$ cat src/hdl/fcbp_pkg.sv
// fcbp_pkg: shared types and constants of the framed command byte parser
// no dependencies; used by fcbp_cfg_regs, fcbp_parser, fcbp_out_stage, the top level and the bench
`default_nettype none

package fcbp_pkg;

  localparam int unsigned CfgIdxW = 3;
  localparam int unsigned CfgDataW = 16;

  localparam logic [15:0] ReadFailWord = 16'hDEAD;

  typedef enum logic [CfgIdxW-1:0] {
    REG_SYNC_WORD   = 3'd0,
    REG_WRITE_CODE  = 3'd1,
    REG_READ_CODE   = 3'd2,
    REG_STREAM_CODE = 3'd3,
    REG_GPIO_LOW    = 3'd4,
    REG_GPIO_HIGH   = 3'd5,
    REG_PWM_LOW     = 3'd6,
    REG_PWM_HIGH    = 3'd7
  } reg_idx_t;

  typedef enum logic [3:0] {
    PH_SYNC1 = 4'd0,
    PH_SYNC2 = 4'd1,
    PH_CMD   = 4'd2,
    PH_ADDR1 = 4'd3,
    PH_ADDR2 = 4'd4,
    PH_VAL1  = 4'd5,
    PH_VAL2  = 4'd6,
    PH_LEN   = 4'd7,
    PH_PAY   = 4'd8
  } phase_t;

  typedef enum logic [2:0] {
    ACT_PWM_WR   = 3'd0,
    ACT_GPIO_WR  = 3'd1,
    ACT_GPIO_RD  = 3'd2,
    ACT_RD_REPLY = 3'd3,
    ACT_STREAM   = 3'd4
  } action_t;

  typedef enum logic [1:0] {
    KIND_NONE   = 2'd0,
    KIND_WRITE  = 2'd1,
    KIND_READ   = 2'd2,
    KIND_STREAM = 2'd3
  } kind_t;

  typedef struct packed {
    logic [15:0] sync_word;
    logic [7:0]  write_code;
    logic [7:0]  read_code;
    logic [7:0]  stream_code;
    logic [15:0] gpio_low;
    logic [15:0] gpio_high;
    logic [15:0] pwm_low;
    logic [15:0] pwm_high;
  } cfg_t;

  typedef struct packed {
    action_t     action;
    logic [15:0] target_address;
    logic [15:0] data_word;
    logic [7:0]  payload_byte;
    logic [7:0]  payload_length;
    logic        last_of_stream;
  } result_t;

endpackage

`default_nettype wire

$ cat src/hdl/fcbp_in_if.sv
// fcbp_in_if: received byte channel (valid/ready plus one byte)
// no dependencies
`default_nettype none

interface fcbp_in_if;
  logic       valid;
  logic       ready;
  logic [7:0] rx_byte;

  modport source (output valid, output rx_byte, input ready);
  modport sink (input valid, input rx_byte, output ready);
endinterface

`default_nettype wire

$ cat src/hdl/fcbp_out_if.sv
// fcbp_out_if: result channel (valid/ready plus one parsed action)
// no dependencies
`default_nettype none

interface fcbp_out_if;
  logic        valid;
  logic        ready;
  logic [2:0]  action;
  logic [15:0] target_address;
  logic [15:0] data_word;
  logic [7:0]  payload_byte;
  logic [7:0]  payload_length;
  logic        last_of_stream;

  modport source (
    output valid, output action, output target_address, output data_word,
    output payload_byte, output payload_length, output last_of_stream,
    input ready
  );
  modport sink (
    input valid, input action, input target_address, input data_word,
    input payload_byte, input payload_length, input last_of_stream,
    output ready
  );
endinterface

`default_nettype wire

$ cat src/hdl/fcbp_cfg_if.sv
// fcbp_cfg_if: configuration write channel (valid/ready, index, data)
// no dependencies
`default_nettype none

interface fcbp_cfg_if;
  logic        valid;
  logic        ready;
  logic [2:0]  reg_index;
  logic [15:0] wdata;

  modport source (output valid, output reg_index, output wdata, input ready);
  modport sink (input valid, input reg_index, input wdata, output ready);
endinterface

`default_nettype wire

$ cat src/hdl/fcbp_cfg_regs.sv
// fcbp_cfg_regs: configuration register file of the parser
// depends on fcbp_pkg
`default_nettype none

module fcbp_cfg_regs (
  input  wire logic                           clk,
  input  wire logic                           rst_n,
  input  wire logic                           wr_en,
  input  wire logic [fcbp_pkg::CfgIdxW-1:0]  wr_index,
  input  wire logic [fcbp_pkg::CfgDataW-1:0] wr_data,
  output fcbp_pkg::cfg_t                      cfg
);

  fcbp_pkg::cfg_t cfg_r;
  fcbp_pkg::cfg_t cfg_nxt;

  always_comb begin
    cfg_nxt = cfg_r;
    if (wr_en) begin
      case (fcbp_pkg::reg_idx_t'(wr_index))
        fcbp_pkg::REG_SYNC_WORD:   cfg_nxt.sync_word   = wr_data;
        fcbp_pkg::REG_WRITE_CODE:  cfg_nxt.write_code  = wr_data[7:0];
        fcbp_pkg::REG_READ_CODE:   cfg_nxt.read_code   = wr_data[7:0];
        fcbp_pkg::REG_STREAM_CODE: cfg_nxt.stream_code = wr_data[7:0];
        fcbp_pkg::REG_GPIO_LOW:    cfg_nxt.gpio_low    = wr_data;
        fcbp_pkg::REG_GPIO_HIGH:   cfg_nxt.gpio_high   = wr_data;
        fcbp_pkg::REG_PWM_LOW:     cfg_nxt.pwm_low     = wr_data;
        fcbp_pkg::REG_PWM_HIGH:    cfg_nxt.pwm_high    = wr_data;
        default:                   cfg_nxt = cfg_r;
      endcase
    end
  end

  always_ff @(posedge clk) begin
    if (!rst_n) begin
      cfg_r <= '0;
    end else begin
      cfg_r <= cfg_nxt;
    end
  end

  assign cfg = cfg_r;

endmodule

`default_nettype wire

$ cat src/hdl/fcbp_parser.sv
// fcbp_parser: frame phase machine, one received byte per cycle
// depends on fcbp_pkg; produces at most one result per accepted byte
`default_nettype none

module fcbp_parser (
  input  wire logic       clk,
  input  wire logic       rst_n,
  input  wire fcbp_pkg::cfg_t cfg,
  input  wire logic       byte_valid,
  input  wire logic [7:0] rx_byte,
  output logic            res_valid,
  output fcbp_pkg::result_t res
);

  fcbp_pkg::phase_t phase_r, phase_nxt;
  logic [7:0]  cmd_r, cmd_nxt;
  logic [15:0] addr_r, addr_nxt;
  logic [7:0]  valhi_r, valhi_nxt;
  logic [7:0]  total_r, total_nxt;
  logic [7:0]  remain_r, remain_nxt;

  fcbp_pkg::kind_t byte_kind;
  fcbp_pkg::kind_t held_kind;
  logic [15:0]     full_addr;
  logic [15:0]     wr_value;
  logic            rd_in_gpio;
  logic            wr_in_gpio;
  logic            wr_in_pwm;

  function automatic fcbp_pkg::kind_t decode_kind(input logic [7:0] c,
                                                  input fcbp_pkg::cfg_t k);
    fcbp_pkg::kind_t r;
    if (c == k.write_code) r = fcbp_pkg::KIND_WRITE;
    else if (c == k.read_code) r = fcbp_pkg::KIND_READ;
    else if (c == k.stream_code) r = fcbp_pkg::KIND_STREAM;
    else r = fcbp_pkg::KIND_NONE;
    return r;
  endfunction

  assign byte_kind  = decode_kind(rx_byte, cfg);
  assign held_kind  = decode_kind(cmd_r, cfg);
  assign full_addr  = {addr_r[15:8], rx_byte};
  assign wr_value   = {valhi_r, rx_byte};
  assign rd_in_gpio = (full_addr >= cfg.gpio_low) && (full_addr <= cfg.gpio_high);
  assign wr_in_gpio = (addr_r >= cfg.gpio_low) && (addr_r <= cfg.gpio_high);
  assign wr_in_pwm  = (addr_r >= cfg.pwm_low) && (addr_r <= cfg.pwm_high);

  // next state
  always_comb begin
    phase_nxt  = phase_r;
    cmd_nxt    = cmd_r;
    addr_nxt   = addr_r;
    valhi_nxt  = valhi_r;
    total_nxt  = total_r;
    remain_nxt = remain_r;
    if (byte_valid) begin
      case (phase_r)
        fcbp_pkg::PH_SYNC1: begin
          if (rx_byte == cfg.sync_word[15:8]) phase_nxt = fcbp_pkg::PH_SYNC2;
        end
        fcbp_pkg::PH_SYNC2: begin
          phase_nxt = (rx_byte == cfg.sync_word[7:0]) ? fcbp_pkg::PH_CMD
                                                     : fcbp_pkg::PH_SYNC1;
        end
        fcbp_pkg::PH_CMD: begin
          cmd_nxt   = rx_byte;
          phase_nxt = (byte_kind != fcbp_pkg::KIND_NONE) ? fcbp_pkg::PH_ADDR1
                                                         : fcbp_pkg::PH_SYNC1;
        end
        fcbp_pkg::PH_ADDR1: begin
          addr_nxt  = {rx_byte, 8'h00};
          phase_nxt = fcbp_pkg::PH_ADDR2;
        end
        fcbp_pkg::PH_ADDR2: begin
          addr_nxt = full_addr;
          case (held_kind)
            fcbp_pkg::KIND_WRITE:  phase_nxt = fcbp_pkg::PH_VAL1;
            fcbp_pkg::KIND_STREAM: phase_nxt = fcbp_pkg::PH_LEN;
            default:               phase_nxt = fcbp_pkg::PH_SYNC1;
          endcase
        end
        fcbp_pkg::PH_VAL1: begin
          valhi_nxt = rx_byte;
          phase_nxt = fcbp_pkg::PH_VAL2;
        end
        fcbp_pkg::PH_VAL2: begin
          phase_nxt = fcbp_pkg::PH_SYNC1;
        end
        fcbp_pkg::PH_LEN: begin
          total_nxt  = rx_byte;
          remain_nxt = rx_byte;
          phase_nxt  = (rx_byte == 8'd0) ? fcbp_pkg::PH_SYNC1 : fcbp_pkg::PH_PAY;
        end
        fcbp_pkg::PH_PAY: begin
          if (remain_r <= 8'd1) begin
            remain_nxt = 8'd0;
            phase_nxt  = fcbp_pkg::PH_SYNC1;
          end else begin
            remain_nxt = remain_r - 8'd1;
          end
        end
        default: begin
          phase_nxt = fcbp_pkg::PH_SYNC1;
        end
      endcase
    end
  end

  // result
  always_comb begin
    res_valid = 1'b0;
    res       = '0;
    res.target_address = addr_r;
    case (phase_r)
      fcbp_pkg::PH_ADDR2: begin
        res.target_address = full_addr;
        if (held_kind == fcbp_pkg::KIND_READ) begin
          res_valid = byte_valid;
          if (rd_in_gpio) begin
            res.action = fcbp_pkg::ACT_GPIO_RD;
          end else begin
            res.action    = fcbp_pkg::ACT_RD_REPLY;
            res.data_word = fcbp_pkg::ReadFailWord;
          end
        end
      end
      fcbp_pkg::PH_VAL2: begin
        res.data_word = wr_value;
        if (wr_in_pwm) begin
          res_valid  = byte_valid;
          res.action = fcbp_pkg::ACT_PWM_WR;
        end else if (wr_in_gpio) begin
          res_valid  = byte_valid;
          res.action = fcbp_pkg::ACT_GPIO_WR;
        end
      end
      fcbp_pkg::PH_PAY: begin
        res_valid          = byte_valid;
        res.action         = fcbp_pkg::ACT_STREAM;
        res.payload_byte   = rx_byte;
        res.payload_length = total_r;
        res.last_of_stream = (remain_r <= 8'd1);
      end
      default: begin
        res_valid = 1'b0;
      end
    endcase
  end

  always_ff @(posedge clk) begin
    if (!rst_n) begin
      phase_r  <= fcbp_pkg::PH_SYNC1;
      cmd_r    <= '0;
      addr_r   <= '0;
      valhi_r  <= '0;
      total_r  <= '0;
      remain_r <= '0;
    end else begin
      phase_r  <= phase_nxt;
      cmd_r    <= cmd_nxt;
      addr_r   <= addr_nxt;
      valhi_r  <= valhi_nxt;
      total_r  <= total_nxt;
      remain_r <= remain_nxt;
    end
  end

endmodule

`default_nettype wire

$ cat src/hdl/fcbp_out_stage.sv
// fcbp_out_stage: result register driving the result channel
// depends on fcbp_pkg and fcbp_out_if
`default_nettype none

module fcbp_out_stage (
  input  wire logic         clk,
  input  wire logic         rst_n,
  input  wire logic         res_valid,
  input  wire fcbp_pkg::result_t res,
  output logic              can_take,
  fcbp_out_if.source        out_ch
);

  logic              valid_r;
  logic              valid_nxt;
  fcbp_pkg::result_t data_r;

  assign can_take  = !valid_r || out_ch.ready;
  assign valid_nxt = can_take ? res_valid : valid_r;

  always_ff @(posedge clk) begin
    if (!rst_n) begin
      valid_r <= 1'b0;
    end else begin
      valid_r <= valid_nxt;
    end
  end

  always_ff @(posedge clk) begin
    if (can_take && res_valid) begin
      data_r <= res;
    end
  end

  assign out_ch.valid          = valid_r;
  assign out_ch.action         = data_r.action;
  assign out_ch.target_address = data_r.target_address;
  assign out_ch.data_word      = data_r.data_word;
  assign out_ch.payload_byte   = data_r.payload_byte;
  assign out_ch.payload_length = data_r.payload_length;
  assign out_ch.last_of_stream = data_r.last_of_stream;

endmodule

`default_nettype wire

$ cat src/hdl/framed_command_byte_parser_top.sv
// framed_command_byte_parser_top: top level of the framed command byte parser
// depends on fcbp_pkg, the fcbp channel interfaces, fcbp_cfg_regs,
// fcbp_parser and fcbp_out_stage
//
// usage:
//   in_ch carries one received byte per request (valid/ready). a frame is
//   sync byte, sync byte, command, address high, address low, then a
//   16-bit value (write), nothing (read), or a length and payload (stream).
//   out_ch carries at most one action per byte: pwm/gpio write, gpio read
//   request, 0xDEAD read reply, or one stream payload byte with a last mark.
//   cfg_ch writes the eight registers (sync word, command codes, windows);
//   it is always ready; the user must write it only while no frame is in
//   progress (not enforced). throughput: one byte per cycle unless out_ch
//   stalls. a result shows on out_ch in the cycle after its last byte is
//   taken; the phase machine and window compares feed the result register.
//   when out_ch stalls with a result held, in_ch.ready drops until the
//   result is taken; a result taken in the same cycle frees the slot at once.
//   reset (rst_n low, synchronous) zeroes the config and parser registers,
//   empties the result register; the parser waits for the first sync byte.
`default_nettype none

module framed_command_byte_parser_top (
  input  wire logic  clk,
  input  wire logic  rst_n,
  fcbp_in_if.sink    in_ch,
  fcbp_out_if.source out_ch,
  fcbp_cfg_if.sink   cfg_ch
);

  fcbp_pkg::cfg_t    cfg;
  fcbp_pkg::result_t res;
  logic              res_valid;
  logic              can_take;
  logic              byte_take;

  assign cfg_ch.ready = 1'b1;
  assign in_ch.ready  = can_take;
  assign byte_take    = in_ch.valid && can_take;

  fcbp_cfg_regs u_cfg_regs (
    .clk      (clk),
    .rst_n    (rst_n),
    .wr_en    (cfg_ch.valid),
    .wr_index (cfg_ch.reg_index),
    .wr_data  (cfg_ch.wdata),
    .cfg      (cfg)
  );

  fcbp_parser u_parser (
    .clk        (clk),
    .rst_n      (rst_n),
    .cfg        (cfg),
    .byte_valid (byte_take),
    .rx_byte    (in_ch.rx_byte),
    .res_valid  (res_valid),
    .res        (res)
  );

  fcbp_out_stage u_out_stage (
    .clk       (clk),
    .rst_n     (rst_n),
    .res_valid (res_valid),
    .res       (res),
    .can_take  (can_take),
    .out_ch    (out_ch)
  );

endmodule

`default_nettype wire

$ cat src/flat_wrapper.sv
// flat-port wrapper written by rule: the top's interface ports become plain ports
module framed_command_byte_parser_top_flat 
  (clk, rst_n, in_ch_valid, in_ch_rx_byte, in_ch_ready, out_ch_valid, out_ch_action, out_ch_target_address, out_ch_data_word, out_ch_payload_byte, out_ch_payload_length, out_ch_last_of_stream, out_ch_ready, cfg_ch_valid, cfg_ch_reg_index, cfg_ch_wdata, cfg_ch_ready);
  fcbp_in_if in_ch_i ();
  fcbp_out_if out_ch_i ();
  fcbp_cfg_if cfg_ch_i ();
  input  wire logic clk;
  input  wire logic rst_n;
  input wire logic [$bits(in_ch_i.valid)-1:0] in_ch_valid;
  input wire logic [$bits(in_ch_i.rx_byte)-1:0] in_ch_rx_byte;
  output wire logic [$bits(in_ch_i.ready)-1:0] in_ch_ready;
  output wire logic [$bits(out_ch_i.valid)-1:0] out_ch_valid;
  output wire logic [$bits(out_ch_i.action)-1:0] out_ch_action;
  output wire logic [$bits(out_ch_i.target_address)-1:0] out_ch_target_address;
  output wire logic [$bits(out_ch_i.data_word)-1:0] out_ch_data_word;
  output wire logic [$bits(out_ch_i.payload_byte)-1:0] out_ch_payload_byte;
  output wire logic [$bits(out_ch_i.payload_length)-1:0] out_ch_payload_length;
  output wire logic [$bits(out_ch_i.last_of_stream)-1:0] out_ch_last_of_stream;
  input wire logic [$bits(out_ch_i.ready)-1:0] out_ch_ready;
  input wire logic [$bits(cfg_ch_i.valid)-1:0] cfg_ch_valid;
  input wire logic [$bits(cfg_ch_i.reg_index)-1:0] cfg_ch_reg_index;
  input wire logic [$bits(cfg_ch_i.wdata)-1:0] cfg_ch_wdata;
  output wire logic [$bits(cfg_ch_i.ready)-1:0] cfg_ch_ready;
  assign in_ch_i.valid = in_ch_valid;
  assign in_ch_i.rx_byte = in_ch_rx_byte;
  assign in_ch_ready = in_ch_i.ready;
  assign out_ch_valid = out_ch_i.valid;
  assign out_ch_action = out_ch_i.action;
  assign out_ch_target_address = out_ch_i.target_address;
  assign out_ch_data_word = out_ch_i.data_word;
  assign out_ch_payload_byte = out_ch_i.payload_byte;
  assign out_ch_payload_length = out_ch_i.payload_length;
  assign out_ch_last_of_stream = out_ch_i.last_of_stream;
  assign out_ch_i.ready = out_ch_ready;
  assign cfg_ch_i.valid = cfg_ch_valid;
  assign cfg_ch_i.reg_index = cfg_ch_reg_index;
  assign cfg_ch_i.wdata = cfg_ch_wdata;
  assign cfg_ch_ready = cfg_ch_i.ready;
  framed_command_byte_parser_top u_core (.clk(clk), .rst_n(rst_n), .in_ch(in_ch_i), .out_ch(out_ch_i), .cfg_ch(cfg_ch_i));
endmodule
$ cat config.mk
export PLATFORM = sky130hd
export DESIGN_NAME = framed_command_byte_parser_top_flat
export DESIGN_NICKNAME = d
export VERILOG_FILES = /design/src/hdl/fcbp_pkg.sv /design/src/hdl/fcbp_in_if.sv /design/src/hdl/fcbp_out_if.sv /design/src/hdl/fcbp_cfg_if.sv /design/src/hdl/fcbp_cfg_regs.sv /design/src/hdl/fcbp_parser.sv /design/src/hdl/fcbp_out_stage.sv /design/src/hdl/framed_command_byte_parser_top.sv /design/src/flat_wrapper.sv
export SDC_FILE = /design/constraint.sdc
export NUM_CORES = 1
export LEC_CHECK = 0
export BUFFER_PORTS_ARGS = -buffer_cell sky130_fd_sc_hd__buf_2
export CORE_UTILIZATION = 55
export CTS_CLUSTER_DIAMETER = 80
export DETAILED_ROUTE_END_ITERATION = 10
export HOLD_SLACK_MARGIN = 0.05
export PLACE_DENSITY = 0.72
export SKIP_LAST_GASP = 1
export SLEW_MARGIN = 30
export SYNTH_ARGS = -nofsm -noshare
export SYNTH_HDL_FRONTEND = slang
export SYNTH_SLANG_ARGS = --single-unit
$ cat constraint.sdc
create_clock -name clk -period 7.3 [get_ports clk]
set_clock_uncertainty 0.1 [all_clocks]
set_input_delay 1.46 -clock clk [delete_from_list [all_inputs] [get_ports clk]]
set_output_delay 1.46 -clock clk [all_outputs]
set_load 0.01 [all_outputs]
-- Yosys cells after proc, flatten, opt, wreduce, memory -nomap -nowiden
Cells that the tools add are included.
- register bits after elaboration: 209
- output and inout port bits: 55
- equal/unequal tests: 28
- mux-type cells: 29
- add/sub/neg operators: 1
- magnitude comparators: 7
- bitwise operators: 1
- reduce and logical (&&, ||, !) cells: 28
- operator list (kind ; number):
    8-bit == test ; 8
    16-bit case mux with 2 select lines ; 2
    16-bit >= comparator ; 3
    16-bit less-or-equal comparator ; 3
    16-bit 2-to-1 mux ; 2
    4-bit case mux with 8 select lines ; 1
    2-bit AND reduction ; 13
    2-bit 2-to-1 mux ; 9
    4-bit by 3-bit == test with 1-bit output (second input constant) ; 4
    8-bit 2-to-1 mux ; 2
    8-bit case mux with 2 select lines ; 1
    3-bit == test (second input constant) ; 4
    4-bit 2-to-1 mux ; 3
    3-bit case mux with 3 select lines ; 1
    4-bit by 2-bit == test with 1-bit output (second input constant) ; 2
    8-bit by 1-bit less-or-equal comparator with 1-bit output (second input constant) ; 1
    8-bit zero test ; 1
    8-bit by 1-bit subtractor with 8-bit output (second input constant) ; 1
    3-bit by 2-bit == test with 1-bit output (second input constant) ; 2
    3-bit case mux with 2 select lines ; 1
    3-bit AND reduction ; 2
    2-bit nonzero test ; 3
    1-bit logical AND ; 5
    1-bit 2-to-1 mux ; 5
    13 further kinds ; 15

-- Depth between registers and ports, before layout
Gate-level depths: netlist of run 1.
- depth after elaboration: 8
- mapped depth: 11
- mapped depth without buffers: 9

-- Hierarchy
Synthesis of run 1 repeated with hierarchy kept, for this count alone.
- cell total of the unflattened synthesis: 1138
- area, all modules: 10859.2 µm²
- by module, submodules not included (module ; times used ; sequential area each (µm²) ; area each (µm²) ; cells each):
    fcbp_parser ; 1 ; 1041.0 ; 5432.7 ; 717
    fcbp_cfg_regs ; 1 ; 2082.0 ; 3789.9 ; 361
    fcbp_out_stage ; 1 ; 1581.5 ; 1619.1 ; 57
    framed_command_byte_parser_top ; 1 ; 0.0 ; 17.5 ; 3

-- Worst setup path after synthesis of run 1
OpenSTA, ideal clock, no wires.
- path kind: input-to-reg
- start point: input out_ch_ready
- end point: register u_core.u_out_stage.data_r (netlist bit u_core.u_out_stage.out_ch.action[0]), enable pin
- arrival: 4.974 ns
- stages: 5
- path slack: 1.731 ns
- setup time: 0.495 ns
- buffers on the path: 1
- required time: 6.705 ns
- path through: nand2b_1 clkbuf_1 nand2_1 or3_1 a31oi_1
- cells in the longest elaborated chain, start to end: 6
- RTL lines (element ; RTL line ; text):
    from (decl) ; flat_wrapper.sv:19 ; input wire logic [$bits(out_ch_i.ready)-1:0] out_ch_ready;
    1-bit logical OR (*) ; fcbp_out_stage.sv:18 ; assign can_take = !valid_r || out_ch.ready;
    net in_ch_ready ; flat_wrapper.sv:11 ; output wire logic [$bits(in_ch_i.ready)-1:0] in_ch_ready;
    1-bit logical AND ; framed_command_byte_parser_top.sv:38 ; assign byte_take = in_ch.valid && can_take;
    1-bit 2-to-1 mux ; fcbp_parser.sv:132 ; end else if (wr_in_gpio) begin
    1-bit 2-to-1 mux ; fcbp_parser.sv:129 ; if (wr_in_pwm) begin
    1-bit case mux with 3 select lines ; fcbp_parser.sv:114 ; case (phase_r)
    1-bit logical AND (*) ; fcbp_out_stage.sv:30 ; if (can_take && res_valid) begin
    to (signal assigned) ; fcbp_out_stage.sv:31 ; data_r <= res;
    to (decl) ; fcbp_out_stage.sv:16 ; fcbp_pkg::result_t data_r;
Mark *: on every way through the listed nets, which the timed path passes. The rest lies on a longest branch.
A chain may end at the register's enable or synchronous reset.

-- Worst setup path in the final report of run 1
- start point: input out_ch_ready
- end point: output in_ch_ready
- cells in the longest elaborated chain, start to end: 1
- RTL lines (element ; RTL line):
    1-bit logical OR ; fcbp_out_stage.sv:18
    to (decl) ; flat_wrapper.sv:11
No other way between the ends.

==> results of run 1 <==
==> path summary, 6_finish.rpt <==
check,start,to,slack [ns],depth (start not counted)
max,out_ch_ready,in_ch_ready,3.75,3
min,u_core.u_parser.total_r[6],u_core.u_parser.total_r[6],0.36,2
max reg2reg,u_core.u_parser.phase_r[3],u_core.u_out_stage.out_ch.target_address[15],3.85,6
min reg2reg,u_core.u_parser.total_r[6],u_core.u_parser.total_r[6],0.36,2
==> cell usage after synthesis (26+ instances only) <==
| library cell | instances | area share, % |
|---|---|---|
| clkbuf_1 | 57 | 2.0 |
| xnor2_1 | 33 | 2.7 |
| nor2_1 | 28 | 0.97 |
| nand3_1 | 26 | 1.2 |
| nand2_1 | 300 | 10 |
| dfxtp_1 | 157 | 29 |
| a21oi_1 | 37 | 1.7 |
| inv_1 | 73 | 2.5 |
| edfxtp_1 | 52 | 14 |
| o21ai_0 | 30 | 1.4 |
| a21boi_0 | 128 | 8.8 |
| nor2b_1 | 26 | 1.5 |
| ha_1 | 82 | 9.4 |
| xor2_1 | 36 | 2.9 |
==> cell families (layout without fill, tap and decap cells) <==
kind of cell | count (synthesis) | in the layout | synth area share, %
AND/OR/NAND/NOR | 466 | 466 | 19.14
other | 1 | 2 | 0.03450
buffers and inverters | 141 | 207 | 5.018
multiplexers | 23 | 23 | 2.198
adder cells (fa/ha/maj) | 82 | 82 | 9.438
flip-flops | 209 | 209 | 43.28
AO/OA/AOI/OAI | 239 | 239 | 15.33
XOR/XNOR | 69 | 69 | 5.559
==> critical path, stage by stage <==
cell and delay [ns]:
buf_2 0.09, nand2b_1 0.24, buf_2 0.20
==> power by group through the flow <==
stage | Sequential [mW] | Combinational, mW | Clock, mW
after floorplan | 1.23 | 0.137 | 0
after global placement | 1.24 | 0.191 | 0
after detailed placement | 1.24 | 0.193 | 0
after CTS | 1.21 | 0.195 | 1.21
after global routing | 1.21 | 0.214 | 1.25
final | 1.21 | 0.196 | 1.18
==> sequential cells by signal (all words and copies together) (netlist names) <==
| name | count |
|---|---|
| u_core.u_out_stage.out_ch.target_address | 16 |
| u_core.u_parser.total_r | 8 |
| u_core.u_out_stage.out_ch.last_of_stream | 1 |
| u_core.u_parser.phase_r | 4 |
| u_core.u_out_stage.out_ch.data_word | 16 |
| u_core.u_out_stage.out_ch.valid | 1 |
| u_core.u_out_stage.out_ch.payload_byte | 8 |
| u_core.u_out_stage.out_ch.payload_length | 8 |
| u_core.u_parser.addr_r | 16 |
| u_core.u_parser.valhi_r | 8 |
| u_core.u_parser.remain_r | 8 |
| u_core.u_parser.cmd_r | 8 |
| u_core.u_out_stage.out_ch.action | 3 |
| u_core.u_cfg_regs.cfg | 104 |
==> stage by stage <==
step	hold WS (ns)	total power, mW
finish	0.3594	2.592
global route	0.3885	2.677
CTS	0.3636	2.614
detailed placement	0.3556	1.429
global placement	0.3503	1.426
floorplan	0.3388	1.367
==> metal layers <==
layer,vias up,track usage [%],part of all wire (%)
met3,28,3.937,5.8
met5,-,0,0
li1,4255,-,-
met1,4105,37.21,48
met2,240,43.27,44
met4,0,6.678,1.4
==> layout make-up <==
class	instances	area [sq um]	area share, %
diodes	1	2.502	0.02045
multi-input cells	880	5657	46.23
repair buffers	93	488.0	3.988
clock buffers	27	610.6	4.990
well taps	265	331.6	2.710
clock inverters	14	168.9	1.380
flip-flops and latches	209	4705	38.45
inverters	73	274.0	2.239
==> results.toml, run 1 <==
[worst_setup_path]
critical_path_peak_fanout = 6
required_ns = 5.74
end_kind = "primary output"
critPathKind = "in -> out"
startpoint_type = "primary input"
worst_ep_arrival_time_ns = 1.99

[clock_tree]
clkLatencyLatePin_ns = 0.50
ctsHtreeMaxLevel = 1
cts-root-buf = "clkbuf_16"
clk_pin_slew_ns = 0.06
postCtsSetupBuffers = 0
cts_resized = 0
clkSinkCount = 209
cts_tree = "built"
cts_hold_buf = 0
numCtsBuffers = 23
cts_buffer_depth = 3

[power_and_ir_drop]
powerDensity_nw_per_um2 = 211.8
p_sw_share_pct = 23.65
p_clk_share_pct = 45.7
vdd_drop_max_mv = 0.1632
p_int_mw = 1.979
comb_power_share_pct = 7.6
p_seq_share_pct = 46.7
p_leak_nw = 4.761
switching_power_mw = 0.6128

[synthesis]
ys_seq_elements = 209
syn_inst = 1230
synthArstFlopShare_pct = 0
synth_flop_cell = "dfxtp_1"
synth_edf_count = 52
yosysUniqueCellTypes = 57
postSynthAreaPerCell_sq_um = 8.838
ys_warn_count = 0
mappedNetlistArea_sq_um = 10870
syn_nets = 1344
ys_seq_area_share_pct = 43.28

[timing]
final.period_utilization_pct = 48.61
setup_tns_ns = 0
finalMaxSlewViolations = 0
fmax_ghz = 0.2818
min_period_ns = 3.548
rsz0062_at_grt = "false"
hold_viol_final = 0
setup_viol = 0
tightest_slew_ns = 0.8525
relSlewSlack_pct = 42.73
final.setup.worst_slack_ns = 3.752

[grt]
grt_usage_pct = 26.68
antenna_found_initial = 1
grt_pass1_vias = 8002
overflow = 0
grt_max_degree = 85
grt_first_pass_wirelength_microns = 42000

[placement]
dp_cells = 1520
dp_slack_ns = 3.522
dp_hpwl_microns = 18350
gp_congestion = 0.9378
placed_cell_area_sq_um = 11450
numPortBuffers = 85

[drt]
routed-via-count = 8628
drt_wl_total_microns = 26710
drt_iter0_markers = 546
drt-wirelength-per-cell_microns = 17.10
dr.pass1.iters = 5
drcViolationCount = 0
drt-vias-per-instance = 5.524
drtAntennaViolNets = 0

[final_layout]
design_area_sq_um = 12240
final_cell_mix = "nand2_1 (300), dfxtp_1 (157), a21boi_0 (128), buf_2 (84), ha_1 (82)"
syn2layout_area_growth_pct = 12.57
layout-drive-gt1-share_pct = 11.65
final_nets = 1394
num-fill-cells = 1736
instances_no_fill = 1562
mostFrequentLayoutCell = "nand2_1"
post-route-util_pct = 63.08

[job]
cap_violations = 0

[floorplanning]
placementRows = 51
die_w_microns = 142.6
dieArea_sq_um = 20330
io_pins = 87
fp.dieH_microns = 142.6
start_util_pct = 56.04
core-area_sq_um = 19400

[min_path]
hp-class = "reg -> reg"

[run_status]
status = "completed"
(Power assumes the default switching activity.)
==> inputs of run 2 (changes only) <==
==> constraint.sdc (replaced) <==
create_clock -name clk -period 3.55 [get_ports clk]
set_clock_uncertainty 0.1 [all_clocks]
set_input_delay 0.71 -clock clk [delete_from_list [all_inputs] [get_ports clk]]
set_output_delay 0.71 -clock clk [all_outputs]
set_load 0.01 [all_outputs]
==> run 2 against run 1 <==
Flip-flop and latch count is the same. Sequential power grew 110%. Non-clock buffer count grew 12. Cell count grew 0.64%. Critical path depth grew 5. Sequential share of layout area shrank 0.090 points. Clock power grew 91%. Wire length grew 2.0%. Register-to-register slack lost 3.4 ns. Worst hold slack lost 0.0014 ns. Global-route usage grew 0.93 points. First-iteration DRC count grew 22%. Critical path type is now reg -> reg. Largest cell class unchanged. Largest power group unchanged.
==> results.toml, run 2 (synthesis results as in run 1) <==
[run_status]
status = "completed"

[worst_setup_path]
crit_chain = "ha_1, a21oi_1, o21a_1, o221ai_1, a2111oi_0, o21ai_0, a31oi_4, buf_12"
critPathKind = "reg -> reg"
end_kind = "flip-flop"
required_ns = 3.64
worst_ep_arrival_time_ns = 3.19
startpoint_type = "flip-flop"
cp.buffers_inverters = 1
cpPeakStageDelay_ns = 0.47
critical_path_peak_fanout = 37
crit_family = "compound AO/OA/AOI/OAI gates"
crit_slowest_cell = "dfxtp_1"

[timing]
whs_ns = 0.3579
final.period_utilization_pct = 87.34
tightest_slew_ns = 0.8444
relSlewSlack_pct = 43.27
finalMaxSlewViolations = 0
final.setup.worst_slack_ns = 0.4495
setup_tns_ns = 0
fmax_ghz = 0.3225
setup_viol = 0
hold_viol_final = 0
min_period_ns = 3.100
rsz0062_at_grt = "false"

[clock_tree]
cts_tree = "built"
cts_buffer_depth = 3
cts_hold_buf = 0
clkLatencyLatePin_ns = 0.50
cts-root-buf = "clkbuf_16"
ctsHtreeMaxLevel = 1
clk_pin_slew_ns = 0.06
postCtsSetupBuffers = 0
cts_resized = 0
numCtsBuffers = 22
clkSinkCount = 209

[power_and_ir_drop]
p_sw_share_pct = 23.34
p_seq_share_pct = 48.4
vdd_drop_max_mv = 0.3865
p_int_mw = 3.945
p_leak_nw = 4.809
p_clk_share_pct = 43.7
switching_power_mw = 1.201
powerDensity_nw_per_um2 = 419.6
comb_power_share_pct = 8.0

[floorplanning]
dieArea_sq_um = 20330
die_w_microns = 142.6
io_pins = 87
core-area_sq_um = 19400
fp.dieH_microns = 142.6
start_util_pct = 56.04
placementRows = 51

[grt]
grt_first_pass_wirelength_microns = 43220
grt_pass1_vias = 7976
antenna_found_initial = 0
grt_usage_pct = 27.61
overflow = 0
grt_max_degree = 90

[drt]
drcViolationCount = 0
drt_iter0_markers = 668
drt_wl_total_microns = 27240
dr.pass1.iters = 5
drtAntennaViolNets = 0
drt-vias-per-instance = 5.425
routed-via-count = 8528
drt-wirelength-per-cell_microns = 17.33

[final_layout]
final_cell_mix = "nand2_1 (300), dfxtp_1 (157), a21boi_0 (128), buf_2 (84), ha_1 (82)"
final_nets = 1405
mostFrequentLayoutCell = "nand2_1"
layout-drive-gt1-share_pct = 11.55
syn2layout_area_growth_pct = 12.83
antenna_cells = 0
largest_reg_flops = 104
post-route-util_pct = 63.23

[placement]
dp_slack_ns = 0.4917
dp_hpwl_microns = 19250
numPortBuffers = 85
gp_congestion = 0.9408

[min_path]
hp-class = "reg -> reg"

[job]
cap_violations = 0
==> run 2: worst register-to-register path: cells and delay by family, from the launching register on <==
family / cells / cell delay, ns
AOI/OAI and AO/OA: 6 / 1.63
DFF: 1 / 0.47
adders and majority gates: 1 / 0.31
buffers and inverters: 1 / 0.26
==> run 2: layout make-up <==
| class | count | area [sq um] |
|---|---|---|
| tap | 265 | 331.6 |
| clock buffer | 34 | 646.9 |
| inverter | 73 | 274.0 |
| multi-input combinational | 880 | 5647 |
| clock inverter | 6 | 58.81 |
| fill | 1709 | 7133 |
| timing repair buffer | 105 | 603.1 |
| sequential | 209 | 4705 |
==> run 2: power groups by stage <==
stage	clock network, mW	registers [mW]	logic (mW)
after floorplan	0	2.53	0.281
after global placement	0	2.54	0.401
after detailed placement	0	2.54	0.404
after CTS	2.27	2.49	0.406
after global routing	2.37	2.49	0.449
final	2.25	2.49	0.410
==> run 2: stage by stage <==
stage	power (mW)	instances	instance area, sq um
finish	5.146	1572	12270
detailed placement	2.946	1532	11560
CTS	5.169	1572	12270
global placement	2.940	1532	11560
global route	5.311	1572	12270
floorplan	2.811	1230	10890
==> run 2: path summary, 6_finish.rpt <==
path	slack, ns	startpoint	depth (start not counted)	endpoint
max reg2reg	0.45	u_core.u_parser.addr_r[11]	8	u_core.u_out_stage.out_ch.data_word[2]
min	0.36	u_core.u_parser.total_r[2]	2	u_core.u_parser.total_r[2]
max	0.45	u_core.u_parser.addr_r[11]	8	u_core.u_out_stage.out_ch.data_word[2]
min reg2reg	0.36	u_core.u_parser.total_r[2]	2	u_core.u_parser.total_r[2]
==> run 2: per-layer routing <==
metal / vias up / share of wire (%) / track usage [%]
met5: - / 0 / 0
met4: 0 / 2.5 / 7.753
met3: 45 / 5.3 / 2.894
met2: 255 / 44 / 43.99
met1: 3958 / 48 / 39.59
li1: 4270 / - / -
==> inputs of run 3 (changes only) <==
--- a/config.mk
+++ b/config.mk
@@ -11,6 +11,7 @@
 export DETAILED_ROUTE_END_ITERATION = 10
 export HOLD_SLACK_MARGIN = 0.05
 export PLACE_DENSITY = 0.72
+export RECOVER_POWER = 50
 export SKIP_LAST_GASP = 1
 export SLEW_MARGIN = 30
 export SYNTH_ARGS = -nofsm -noshare
==> run 3 against run 2 <==
Non-clock buffer count did not move. Cell count did not move. Total power barely moved. First-iteration DRC count increased by 0.15%. Via count grew 0.11%. Critical path type unchanged.
==> results.toml, run 3 (synthesis results as in run 1) <==
[clock_tree]
cts_buffer_depth = 3
cts-root-buf = "clkbuf_16"
numCtsBuffers = 22
clk_pin_slew_ns = 0.06
ctsHtreeMaxLevel = 1
cts_resized = 0
clkSinkCount = 209
cts_hold_buf = 0
clkLatencyLatePin_ns = 0.50
postCtsSetupBuffers = 0
cts_tree = "built"

[final_layout]
post-route-util_pct = 62.80
num-fill-cells = 1723
final_cell_mix = "nand2_1 (300), dfxtp_1 (157), a21boi_0 (128), ha_1 (82), inv_1 (73)"
mostFrequentLayoutCell = "nand2_1"
largest_reg_flops = 104
syn2layout_area_growth_pct = 12.06
antenna_cells = 0
instances_no_fill = 1572
final_nets = 1405
layout-drive-gt1-share_pct = 9.028

[worst_setup_path]
critical_path_peak_fanout = 37
required_ns = 3.64
worst_ep_arrival_time_ns = 3.31
startpoint_type = "flip-flop"
critPathKind = "reg -> reg"
end_kind = "flip-flop"

[grt]
use_met3_pct = 2.894
antenna_found_initial = 0
grt_pass1_vias = 7976
met1_usage_pct = 39.59
overflow = 0
grt_use_met2_pct = 43.99
grt_max_degree = 90
grt_first_pass_wirelength_microns = 43220
grt.busiest_layer = "met2"
grt_usage_pct = 27.61

[timing]
finalMaxSlewViolations = 0
final.period_utilization_pct = 90.60
tightest_slew_ns = 1.488
setup_viol = 0
setup_tns_ns = 0
rsz0062_at_grt = "false"
relSlewSlack_pct = 0.7992
hold_viol_final = 0
min_period_ns = 3.216
fmax_ghz = 0.3109

[drt]
drtAntennaViolNets = 0
drt-vias-per-instance = 5.431
dr.pass1.iters = 7
drt-wirelength-per-cell_microns = 17.40
drt_wl_total_microns = 27350
drt_iter0_markers = 669
routed-via-count = 8537
drcViolationCount = 0

[power_and_ir_drop]
p_leak_nw = 4.691
powerDensity_nw_per_um2 = 422.4
p_total_mw = 5.146
vdd_drop_max_mv = 0.3842

[floorplanning]
start_util_pct = 56.04
die_w_microns = 142.6
core-area_sq_um = 19400
io_pins = 87
placementRows = 51
fp.dieH_microns = 142.6
dieArea_sq_um = 20330

[run_status]
status = "completed"

[placement]
gp_congestion = 0.9408
dp_cells = 1532
numPortBuffers = 85
dp_hpwl_microns = 19250

[min_path]
hp-class = "reg -> reg"

[job]
cap_violations = 0
==> run 3: cell types whose count changed in the layout (fill, tap and decap cells not counted), moves of 2 or more <==
cell / change
clkbuf_1: +30
and2_0: +12
buf_4: -2
clkbuf_2: +2
and2_1: -12
buf_2: -29
==> run 3: report_power, final <==
part           leakage [nW]  switching [mW]  internal (mW)
sequential             1.75          0.0310           2.46
clock                 0.346           0.917           1.33
combinational          2.60           0.252          0.158
total                  4.69            1.20           3.95
==> run 3: area by class of cell <==
type / instances / area, sq um / area share (%)
Timing Repair Buffer: 105 / 545.5 / 4.478
Tap cell: 265 / 331.6 / 2.722
Clock inverter: 6 / 58.81 / 0.4827
Sequential cell: 209 / 4705 / 38.62
Inverter: 73 / 274.0 / 2.249
Multi-Input combinational cell: 880 / 5620 / 46.14
Clock buffer: 34 / 646.9 / 5.310
==> run 3: metal layers <==
layer / vias to the layer above / share of wire [%]
met5: - / 0
met4: 0 / 2.4
met3: 46 / 6.1
met2: 276 / 44
met1: 3943 / 48
li1: 4272 / -
==> run 3: final timing paths <==
kind / from / to / slack (ns) / cells after the start
setup / recovery: u_core.u_parser.phase_r[2] / u_core.u_out_stage.out_ch.data_word[2] / 0.33 / 7
hold / removal: u_core.u_parser.total_r[2] / u_core.u_parser.total_r[2] / 0.36 / 2
hold reg to reg: u_core.u_parser.total_r[2] / u_core.u_parser.total_r[2] / 0.36 / 2
setup reg to reg: u_core.u_parser.phase_r[2] / u_core.u_out_stage.out_ch.data_word[2] / 0.33 / 7
==> run 3: stage by stage <==
step | cell area (sq um) | setup slack, ns | hold WS [ns]
after floorplan | 10890 | 0.3986 | 0.3388
after global placement | 11560 | 0.5840 | 0.3483
after detailed placement | 11560 | 0.4917 | 0.3525
after CTS | 12270 | 0.4881 | 0.3608
after global routing | 12180 | 0.1799 | 0.3853
final | 12180 | 0.3337 | 0.3638
==> run 3: worst max-delay path, stage by stage, from the launching register on <==
cell and delay, ns:
dfxtp_1 0.50, nand2_1 0.17, nor3_1 0.96, nand2_1 0.16
o2bb2ai_1 0.16, o21ai_0 0.18, a31oi_4 0.40, buf_12 0.26
